<file path="config.mk">
export PLATFORM = sky130hd
export DESIGN_NAME = sha1_message_digest_unit
export DESIGN_NICKNAME = d
export VERILOG_FILES = /design/src/hw/rtl/sha1_pkg.sv /design/src/hw/rtl/sha1_message_digest_unit.sv /design/src/hw/rtl/sha1_front.sv /design/src/hw/rtl/sha1_back.sv
export VERILOG_INCLUDE_DIRS = /design/src /design/src/hw/rtl
export SDC_FILE = /design/constraint.sdc
export NUM_CORES = 2
export LEC_CHECK = 0
export ABC_AREA = 1
export BUFFER_PORTS_ARGS = -buffer_cell sky130_fd_sc_hd__buf_2
export CAP_MARGIN = 10
export CORE_MARGIN = 2
export CORE_UTILIZATION = 45
export CTS_CLUSTER_SIZE = 10
export DETAILED_ROUTE_END_ITERATION = 7
export PLACE_DENSITY = 0.68
export SLEW_MARGIN = 30
export SYNTH_ARGS = -nofsm -noshare
export SYNTH_HDL_FRONTEND = slang
export SYNTH_SLANG_ARGS = --single-unit
</file>
<file path="constraint.sdc">
create_clock -name clk -period 36.1 [get_ports clk]
set_input_delay 3.61 -clock clk [delete_from_list [all_inputs] [get_ports clk]]
set_output_delay 3.61 -clock clk [all_outputs]
set_load 0.05 [all_outputs]
</file>
<file path="src/hw/rtl/assert_macros.svh">
// Assertion macros used by the SHA-1 digest back end (sha1_back).
// Relies on the including module having signals named clk and rst.
`ifndef ASSERT_MACROS_SVH
`define ASSERT_MACROS_SVH
`ifndef SYNTH
`define SHA1_ASSERT(lbl, prop, msg) \
  lbl: assert property (@(posedge clk) disable iff (rst) (prop)) else $error(msg);
`define SHA1_ASSERT_NEXT(lbl, pre, post, msg) \
  lbl: assert property (@(posedge clk) disable iff (rst) (pre) |=> (post)) else $error(msg);
`else
`define SHA1_ASSERT(lbl, prop, msg)
`define SHA1_ASSERT_NEXT(lbl, pre, post, msg)
`endif
`endif

</file>
<file path="src/hw/rtl/sha1_pkg.sv">
`timescale 1ns / 1ps
// Package for the SHA-1 digest unit: request type, queue sizing and algorithm constants.
// Used by sha1_front, sha1_back and the top level; depends on nothing.
package sha1_pkg;

  localparam int QDepth = 4;
  localparam int QAw = $clog2(QDepth);

  localparam logic [7:0] PadByte = 8'h80;
  localparam logic [5:0] LastPos = 6'd63;
  localparam logic [6:0] LastRound = 7'd79;
  localparam logic [2:0] LastWord = 3'd4;

  localparam logic [31:0] InitChain [5] = '{
    32'h67452301, 32'hEFCDAB89, 32'h98BADCFE, 32'h10325476, 32'hC3D2E1F0
  };

  localparam logic [31:0] RoundK0 = 32'h5A827999;
  localparam logic [31:0] RoundK1 = 32'h6ED9EBA1;
  localparam logic [31:0] RoundK2 = 32'h8F1BBCDC;
  localparam logic [31:0] RoundK3 = 32'hCA62C1D6;

  typedef struct packed {
    logic [7:0] msg_byte;
    logic       has_byte;
    logic       end_of_message;
  } cmd_t;

endpackage

</file>
<file path="src/hw/rtl/sha1_message_digest_unit.sv">
`timescale 1ns / 1ps
// Top level of the SHA-1 digest unit: joins the request queue front end to the compression back end.
// Depends on sha1_pkg, sha1_front and sha1_back.
//
// The input stream carries one message byte per request in s_axis_tdata, with
// s_axis_tuser high when the byte belongs to the message and s_axis_tlast high on the
// request that ends the message. A request with tuser and tlast both low is dropped.
// For each message the output stream gives five digest words, most significant first,
// with the word index in m_axis_tuser and m_axis_tlast on the fifth word.
// The back end takes request bytes only in its absorb state. Every full 64-byte block
// is compressed by 80 rounds of the single round unit and then folded into the chain
// value. A four-entry request queue keeps taking input while a block is compressed or
// the digest waits.
// After the ending request, the padding bytes fill the rest of the block one per
// cycle and compression follows. When the last block held 56 or more message bytes,
// a second block of padding and another compression come next. Then the five words
// appear one per cycle while the receiver is ready.
// If the receiver stalls, the current word holds and the back end waits; the queue
// fills and then deasserts s_axis_tready. Reset empties the queue, loads the initial
// chain value and clears the byte and bit counts.
module sha1_message_digest_unit
  import sha1_pkg::*;
(
  input  logic        clk,
  input  logic        rst,
  input  logic        s_axis_tvalid,
  output logic        s_axis_tready,
  input  logic [7:0]  s_axis_tdata,  // msg_byte
  input  logic        s_axis_tuser,  // has_byte
  input  logic        s_axis_tlast,  // end_of_message
  output logic        m_axis_tvalid,
  input  logic        m_axis_tready,
  output logic [31:0] m_axis_tdata,  // digest_word
  output logic [2:0]  m_axis_tuser,  // word_index
  output logic        m_axis_tlast   // last_word
);

  cmd_t cmd;
  logic cmd_valid;
  logic cmd_ready;

  sha1_front u_front (
    .clk          (clk),
    .rst          (rst),
    .s_axis_tvalid(s_axis_tvalid),
    .s_axis_tready(s_axis_tready),
    .s_axis_tdata (s_axis_tdata),
    .s_axis_tuser (s_axis_tuser),
    .s_axis_tlast (s_axis_tlast),
    .cmd_valid    (cmd_valid),
    .cmd_ready    (cmd_ready),
    .cmd          (cmd)
  );

  sha1_back u_back (
    .clk          (clk),
    .rst          (rst),
    .cmd_valid    (cmd_valid),
    .cmd_ready    (cmd_ready),
    .cmd          (cmd),
    .m_axis_tvalid(m_axis_tvalid),
    .m_axis_tready(m_axis_tready),
    .m_axis_tdata (m_axis_tdata),
    .m_axis_tuser (m_axis_tuser),
    .m_axis_tlast (m_axis_tlast)
  );

endmodule

</file>
<file path="src/hw/rtl/sha1_front.sv">
`timescale 1ns / 1ps
// Front end of the SHA-1 digest unit: accepts input requests, drops idle ones, queues the rest.
// Depends on sha1_pkg.
module sha1_front
  import sha1_pkg::*;
(
  input  logic       clk,
  input  logic       rst,
  input  logic       s_axis_tvalid,
  output logic       s_axis_tready,
  input  logic [7:0] s_axis_tdata,  // msg_byte
  input  logic       s_axis_tuser,  // has_byte
  input  logic       s_axis_tlast,  // end_of_message
  output logic       cmd_valid,
  input  logic       cmd_ready,
  output cmd_t       cmd
);

  cmd_t           q [QDepth];
  logic [QAw-1:0] wr_ptr;
  logic [QAw-1:0] rd_ptr;
  logic [QAw:0]   count;
  logic           keep;
  logic           push;
  logic           pop;

  assign keep = s_axis_tuser | s_axis_tlast;
  assign s_axis_tready = (count != (QAw+1)'(QDepth));
  assign push = s_axis_tvalid && s_axis_tready && keep;
  assign cmd_valid = (count != '0);
  assign pop = cmd_valid && cmd_ready;
  assign cmd = q[rd_ptr];

  always_ff @(posedge clk) begin
    if (rst) begin
      wr_ptr <= '0;
      rd_ptr <= '0;
      count <= '0;
    end else begin
      if (push) begin
        wr_ptr <= wr_ptr + 1'b1;
      end
      if (pop) begin
        rd_ptr <= rd_ptr + 1'b1;
      end
      if (push && !pop) begin
        count <= count + 1'b1;
      end else if (pop && !push) begin
        count <= count - 1'b1;
      end
    end
  end

  always_ff @(posedge clk) begin
    if (push) begin
      q[wr_ptr] <= '{msg_byte: s_axis_tdata, has_byte: s_axis_tuser,
                     end_of_message: s_axis_tlast};
    end
  end

endmodule

</file>
<file path="src/hw/rtl/sha1_back.sv">
`timescale 1ns / 1ps
// Back end of the SHA-1 digest unit: block shift line, padding, 80-round compression, output.
// Depends on sha1_pkg and assert_macros.svh.
`include "assert_macros.svh"
module sha1_back
  import sha1_pkg::*;
(
  input  logic        clk,
  input  logic        rst,
  input  logic        cmd_valid,
  output logic        cmd_ready,
  input  cmd_t        cmd,
  output logic        m_axis_tvalid,
  input  logic        m_axis_tready,
  output logic [31:0] m_axis_tdata,  // digest_word
  output logic [2:0]  m_axis_tuser,  // word_index
  output logic        m_axis_tlast   // last_word
);

  typedef enum logic [4:0] {
    ST_ABSORB = 5'b00001,
    ST_PAD    = 5'b00010,
    ST_ROUND  = 5'b00100,
    ST_FOLD   = 5'b01000,
    ST_OUT    = 5'b10000
  } state_t;

  state_t       state;
  logic [511:0] line;
  logic [5:0]   pos;
  logic [63:0]  bit_count;
  logic [31:0]  chain [5];
  logic [31:0]  wa, wb, wc, wd, we;
  logic [6:0]   rnd;
  logic         pad_first;
  logic         tail_ok;
  logic         ending;
  logic         final_blk;
  logic [2:0]   out_idx;

  logic [63:0]  len_shift;
  logic [7:0]   pad_byte;
  logic [31:0]  sched_x;
  logic [31:0]  w_new;
  logic [31:0]  f;
  logic [31:0]  k;
  logic [31:0]  t;

  assign cmd_ready = (state == ST_ABSORB);
  assign m_axis_tvalid = (state == ST_OUT);
  assign m_axis_tdata = chain[out_idx];
  assign m_axis_tuser = out_idx;
  assign m_axis_tlast = (out_idx == LastWord);

  // The length goes out most significant byte first in the last eight positions.
  assign len_shift = bit_count >> {~pos[2:0], 3'b000};

  always_comb begin
    if (pad_first) begin
      pad_byte = PadByte;
    end else if (tail_ok && (pos[5:3] == 3'b111)) begin
      pad_byte = len_shift[7:0];
    end else begin
      pad_byte = 8'h00;
    end
  end

  assign sched_x = line[95:64] ^ line[255:224] ^ line[447:416] ^ line[511:480];
  assign w_new = {sched_x[30:0], sched_x[31]};

  always_comb begin
    if (rnd < 7'd20) begin
      f = (wb & wc) | (~wb & wd);
      k = RoundK0;
    end else if (rnd < 7'd40) begin
      f = wb ^ wc ^ wd;
      k = RoundK1;
    end else if (rnd < 7'd60) begin
      f = (wb & wc) | (wb & wd) | (wc & wd);
      k = RoundK2;
    end else begin
      f = wb ^ wc ^ wd;
      k = RoundK3;
    end
  end

  assign t = {wa[26:0], wa[31:27]} + f + we + line[511:480] + k;

  always_ff @(posedge clk) begin
    if (rst) begin
      state <= ST_ABSORB;
      pos <= '0;
      bit_count <= '0;
      rnd <= '0;
      pad_first <= 1'b0;
      tail_ok <= 1'b0;
      ending <= 1'b0;
      final_blk <= 1'b0;
      out_idx <= '0;
      for (int i = 0; i < 5; i++) begin
        chain[i] <= InitChain[i];
      end
    end else begin
      unique case (state)
        ST_ABSORB: begin
          if (cmd_valid) begin
            if (cmd.has_byte) begin
              line <= {line[503:0], cmd.msg_byte};
              pos <= pos + 6'd1;
              bit_count <= bit_count + 64'd8;
              if (pos == LastPos) begin
                state <= ST_ROUND;
                rnd <= '0;
                pad_first <= cmd.end_of_message;
                ending <= cmd.end_of_message;
                final_blk <= 1'b0;
                wa <= chain[0];
                wb <= chain[1];
                wc <= chain[2];
                wd <= chain[3];
                we <= chain[4];
              end else if (cmd.end_of_message) begin
                state <= ST_PAD;
                pad_first <= 1'b1;
                ending <= 1'b1;
              end
            end else begin
              state <= ST_PAD;
              pad_first <= 1'b1;
              ending <= 1'b1;
            end
          end
        end
        ST_PAD: begin
          line <= {line[503:0], pad_byte};
          pos <= pos + 6'd1;
          if (pad_first) begin
            pad_first <= 1'b0;
          end
          if (pos == LastPos) begin
            state <= ST_ROUND;
            rnd <= '0;
            final_blk <= !pad_first && tail_ok;
            tail_ok <= 1'b1;
            wa <= chain[0];
            wb <= chain[1];
            wc <= chain[2];
            wd <= chain[3];
            we <= chain[4];
          end else if (pad_first) begin
            tail_ok <= (pos[5:3] != 3'b111);
          end
        end
        ST_ROUND: begin
          wa <= t;
          wb <= wa;
          wc <= {wb[1:0], wb[31:2]};
          wd <= wc;
          we <= wd;
          line <= {line[479:0], w_new};
          if (rnd == LastRound) begin
            state <= ST_FOLD;
            rnd <= '0;
          end else begin
            rnd <= rnd + 7'd1;
          end
        end
        ST_FOLD: begin
          chain[0] <= chain[0] + wa;
          chain[1] <= chain[1] + wb;
          chain[2] <= chain[2] + wc;
          chain[3] <= chain[3] + wd;
          chain[4] <= chain[4] + we;
          if (final_blk) begin
            state <= ST_OUT;
            out_idx <= '0;
          end else if (ending) begin
            state <= ST_PAD;
          end else begin
            state <= ST_ABSORB;
          end
        end
        ST_OUT: begin
          if (m_axis_tready) begin
            if (out_idx == LastWord) begin
              state <= ST_ABSORB;
              out_idx <= '0;
              bit_count <= '0;
              pos <= '0;
              tail_ok <= 1'b0;
              ending <= 1'b0;
              final_blk <= 1'b0;
              for (int i = 0; i < 5; i++) begin
                chain[i] <= InitChain[i];
              end
            end else begin
              out_idx <= out_idx + 3'd1;
            end
          end
        end
        default: begin
          state <= ST_ABSORB;
        end
      endcase
    end
  end

  `SHA1_ASSERT_NEXT(a_pad_len_stable, state == ST_PAD, $stable(bit_count), "bit count moved while padding")
  `SHA1_ASSERT(a_round_aligned, (state == ST_ROUND || state == ST_FOLD) |-> (pos == 6'd0), "compression started off a block boundary")
  `SHA1_ASSERT(a_out_after_tail, (state == ST_OUT) |-> (pos == 6'd0 && !pad_first && ending), "digest shown before the final block")

endmodule
</file>
; Word level (Yosys, flattened, before mapping)
; Memories as Yosys holds them, arrays and structs flattened. A register that Yosys moved wholly into a read port is not among the register bits.
; Index checks and enable logic that the tools add are counted.
[classes]
n_bitwise = 26
magnitude_cmp = 3
shifts = 1
reduce_logical = 28
n_addsub = 17
eq_ne = 21
n_mux = 105
[op_table]
columns = operator, count
row1 = $pmux W512 S3, 1
row2 = $mux W512, 2
row3 = $mux W32, 30
row4 = $pmux W32 S3, 5
row5 = $add A32 B32 Y32, 9
row6 = $mux W64, 4
row7 = $xor A32 B32 Y32, 5
row8 = $and A32 B32 Y32, 4
row9 = $pmux W64 S2, 1
row10 = $or A32 B32 Y32, 3
row11 = $add A64 B4 Y64 const B, 1
row12 = $shr A64 B6 Y8, 1
row13 = $mux W5, 9
row14 = $not A32 Y32, 1
row15 = $mux W31, 1
row16 = $mux W7, 4
row17 = $pmux W5 S5, 1
row18 = $mux W1, 24
row19 = $mux W6, 4
row20 = $mux W3, 7
row21 = $pmux W7 S3, 1
row22 = $pmux W6 S3, 1
row23 = $mux W8, 2
row24 = $reduce_and A5 Y1, 3
row25 = other kinds (35), 77
[totals]
register_bits = 768
wordCells = 221
memories = 2
out_inout_bits = 38
ramBits = 200
[memory_table]
columns = memory, words, width, read_ports, rd_ports_with_merged_regs, write_ports, line
row1 = u_back.chain, 5, 32, 6, 1, 5, sha1_back.sv:32  ; logic [31:0] chain [5];
row2 = u_front.q, 4, 10, 1, 1, 1, sha1_front.sv:19  ; cmd_t q [QDepth];

; Depth between registers and ports, before layout
[depth]
ltp_word = 11
ltp_mapped = 27
depth_no_buf = 26

; By module
; A second synthesis with hierarchy kept.
[unflattened]
cells_unflattened = 7139
hier_area_um2 = 59066.6
[by_module_without_submodules]
columns = module, area_each_um2, instances, cells_per_inst, seq_area_each_um2
row1 = sha1_back, 57074.7, 1, 6970, 26765.7
row2 = sha1_front, 1991.9, 1, 169, 1381.3

; Least setup slack after synthesis
; No wires, ideal clock.
[synth_path]
path_kind = in2reg
startpoint = input rst
endpoint = register u_back.line[0], enable pin
required_ns = 34.702
arrival_time_ns = 25.294
setup_ns = 1.398
path_slack_ns = 9.407
cell_stages = 3
path_cell_list = clkbuf_1 > clkbuf_1 > nor2_1
[synth_between]
elab_chain_len = 2
[synth_rtl]
columns = element, line
row1 = start: declaration, sha1_message_digest_unit.sv:25  ; input logic rst,
row2 = $not A1 Y1 (no line), n/a
row3 = $reduce_and A4 Y1 (no line), n/a
row4 = end signal: assignment, sha1_back.sv:108  ; line <= {line[503:0], cmd.msg_byte};
row5 = end signal: assignment, sha1_back.sv:135  ; line <= {line[503:0], pad_byte};
row6 = end signal: assignment, sha1_back.sv:160  ; line <= {line[479:0], w_new};
row7 = end: declaration, sha1_back.sv:29  ; logic [511:0] line;
; No other way between the ends.
; A chain may end at the register's enable or synchronous reset.

==> metrics.cfg <==
[setup_path]
cp_data_required_time_ps=32490
r2r_slack_ps=29480
r2r-start=u_back.rnd[3]
arrival_ps=3300
end_kind=output pin
startpoint_type=flop
r2r-end=u_back.wa[21]
path_class=flop to output pin
worstPathMaxFanout=51
r2r_cells=21

[logic_synthesis]
muxShareOfSynthArea_pct=0
synthesis.area_um2=59600
synth_fa_ha_area_share_pct=9.02
yosysTopAreaCellShare_pct=43.9
synth-edff-count=872
synth_cell_types=55
synth_xor_area_share_pct=1.89
synth.most_common_cell=nand2_1
seq_area_frac_synth_pct=47.2
synth-async-reset-ratio_pct=0
synth_seq_cells=970
syn_area_per_cell_um2=8.25
synthSimpleGateAreaFrac_pct=24.6
synth_top_family_by_area=simple AND/OR/NAND/NOR gates
synth.area.top_cells=edfxtp_1, nand2_1, ha_1
synth.cells.most_frequent=nand2_1, edfxtp_1, inv_1
synthCells=7230
synth_compound_area_share_pct=11.0
synthFlopType=edfxtp_1
synth_top_area_cell=edfxtp_1
synth_nets=7599
yosys_warnings=0

[final_layout]
stdcell_area_um2=64900
multiInputGateArea_um2=27700
drive_gt1_share_pct=4.15
final_cells=9024
area_growth_pct=8.90
fill_cells=12700
n_antenna_cell=0
seq_area_um2=28100
final_util_pct=49.4
finalNetCount=7566

[floorplan]
ioPinCount=52
die_area_um2=135000
fp.dieH_um=368
core-area_um2=131000
die_x_um=368
initial_core_util_pct=45.4
rows=133

[hold_path]
holdPathStages=2
min_to=u_back.pad_first
hold_path.class=flop to flop
hp-start=u_back.pad_first

[placed_design]
pre_cts_ws_ps=28940
placed_cells=8834
postPlaceCellArea_um2=61400
gp_congestion=1.03
io_buffers=51
hpwl_mm=144

[cts]
cts_resized=0
clk-insertion-delay-late_ps=780
cts.sinks=970
cts_setup_buffers=0
clkTransAtPathRegs_ps=60
cts_tree=yes
cts_hold_buf=0
clock_path_buffers=3
cts-root-buf=clkbuf_16
cts_made_buffers=113
htreeDepth=3

[power]
p_leak_nw=25.9
power_mw=3.52
powerDensity_nw_per_um2=54.2
peakVddDrop_mv=0.0662

[drt]
drc=0
drt-total-wl_mm=194
drt-met1-wl_mm=82.8
top_layer=met5
drtIter0Drc=5783
routedWlPerCell_um=21.5
first_pass_iters=6
ant_nets=0
via_count=50400
wl_met2_mm=87.0
wl_met3_mm=16.0
viasPerCell=5.58

[sta]
period_minus_slack_ps=6910
setup_viol=0
worst_slack_ps=29190
fin_skew_ps=78.8
fmax_ghz=0.145
slew_violations=0
rsz0062_at_grt=no
finalHoldViolCount=0
max-slew-margin-rel_pct=34.6
whs_ps=472
setup_tns_ps=0
worst_pin_slew_ps=978
period_share_pct=19.1

[grt]
grt_pass1_wl_mm=291
grt_pass1_vias=47500
grt_antenna_before_repair=2
gr-usage-all-layers_pct=28.2
grt_max_degree=252
overflow=0

[run_status]
status=completed

[job]
maxCapViolCount=0

layout make-up:
| class | instances | share of cell area, % |
|---|---|---|
| tap | 1755 | 3.38 |
| sequential | 970 | 43.3 |
| clock inverter | 20 | 0.518 |
| multi-input combinational | 5287 | 42.7 |
| timing repair buffer | 92 | 1.09 |
| clock buffer | 167 | 4.73 |
| inverter | 733 | 4.25 |
worst max-delay path, cell delays in order, from the launching register on:
cell	delay [ps]
dfxtp_2	340
inv_2	240
buf_4	560
o21ai_0	420
a31oi_1	580
buf_2	380
flip-flops by register name, indices dropped and copies added, names as in the netlist, named ones only:
register             flops
u_back.line            512
u_back.m_axis_tuser      3
u_back.pad_first         1
u_front.wr_ptr           2
u_back.bit_count        61
u_back.final_blk         1
u_back.rnd               7
u_back.ending            1
u_back.pos               6
u_back.we               32
u_front.rd_ptr           2
u_back.wd               32
u_back.tail_ok           1
u_back.state             5
u_back.wb               32
u_back.wa               32
u_front.q               40
u_front.count            3
u_back.chain           160
u_back.wc               32
where the power goes:
part | total (mW) | internal, mW | switching (mW)
Sequential | 1.67 | 1.53 | 0.139
Clock | 1.10 | 0.620 | 0.480
Combinational | 0.756 | 0.229 | 0.526
Total | 3.52 | 2.38 | 1.15
placed cells by master (no fill, tap or decap), types with 7 or more instances in the layout:
cell       netlist  layout
edfxtp_1       872     872
a21o_1          28      28
nor2_2           8      11
o221ai_1        12      12
a31oi_1         46      46
and2_1           8       8
o211ai_1        15      15
and3_1           8       8
o21bai_1        44      44
nor3_1          71      71
xnor2_1         61      61
a21boi_0        21      21
ha_1           230     230
o21ai_0        538     538
inv_2           11      10
buf_4            2      27
xor2_1          68      68
nor2_1         651     647
o21a_1          25      25
clkbuf_16        0     114
nand4_1        125     125
clkinv_2         0       7
o2111ai_1       11      11
fa_1           125     125
a21oi_1        406     406
or2_2           26      26
nand3b_1        14      14
nor4_1          14      14
nand3_1        267     267
buf_2           78      51
o22ai_1         30      30
dfxtp_1         98      96
clkbuf_1       126      51
nand2_1       2388    2387
inv_1          721     720
layer usage:
| layer | global-route usage [%] | vias up |
|---|---|---|
| met4 | 10.8 | 4 |
| met2 | 44.4 | 1946 |
| met5 | 0 | - |
| li1 | - | 24000 |
| met1 | 39.1 | 24100 |
| met3 | 4.60 | 349 |
cell families (layout without fill, tap and decap cells):
family / Yosys count / after routing
simple gates: 3609 / 3609
buf+inv: 973 / 1012
fa+ha+maj: 355 / 355
compound gates: 1194 / 1194
flops: 970 / 970
xor+xnor: 129 / 129
how the worst max path moves through the flow:
stage	startpoint	endpoint	slack [ps]	cells past startpoint
6_report	flop	m_axis_tdata[12]	29190	5
5_1_grt	u_back.rnd[3]	u_back.wa[17]	29150	25
4_1_cts	flop	m_axis_tdata[0]	29200	5
3_5_place_dp	rst	u_back.line[150]	28940	6
3_3_place_gp	rst	u_back.line[213]	28940	6
2_1_floorplan	rst	u_back.line[0]	9410	3
(Power assumes the default switching activity.)
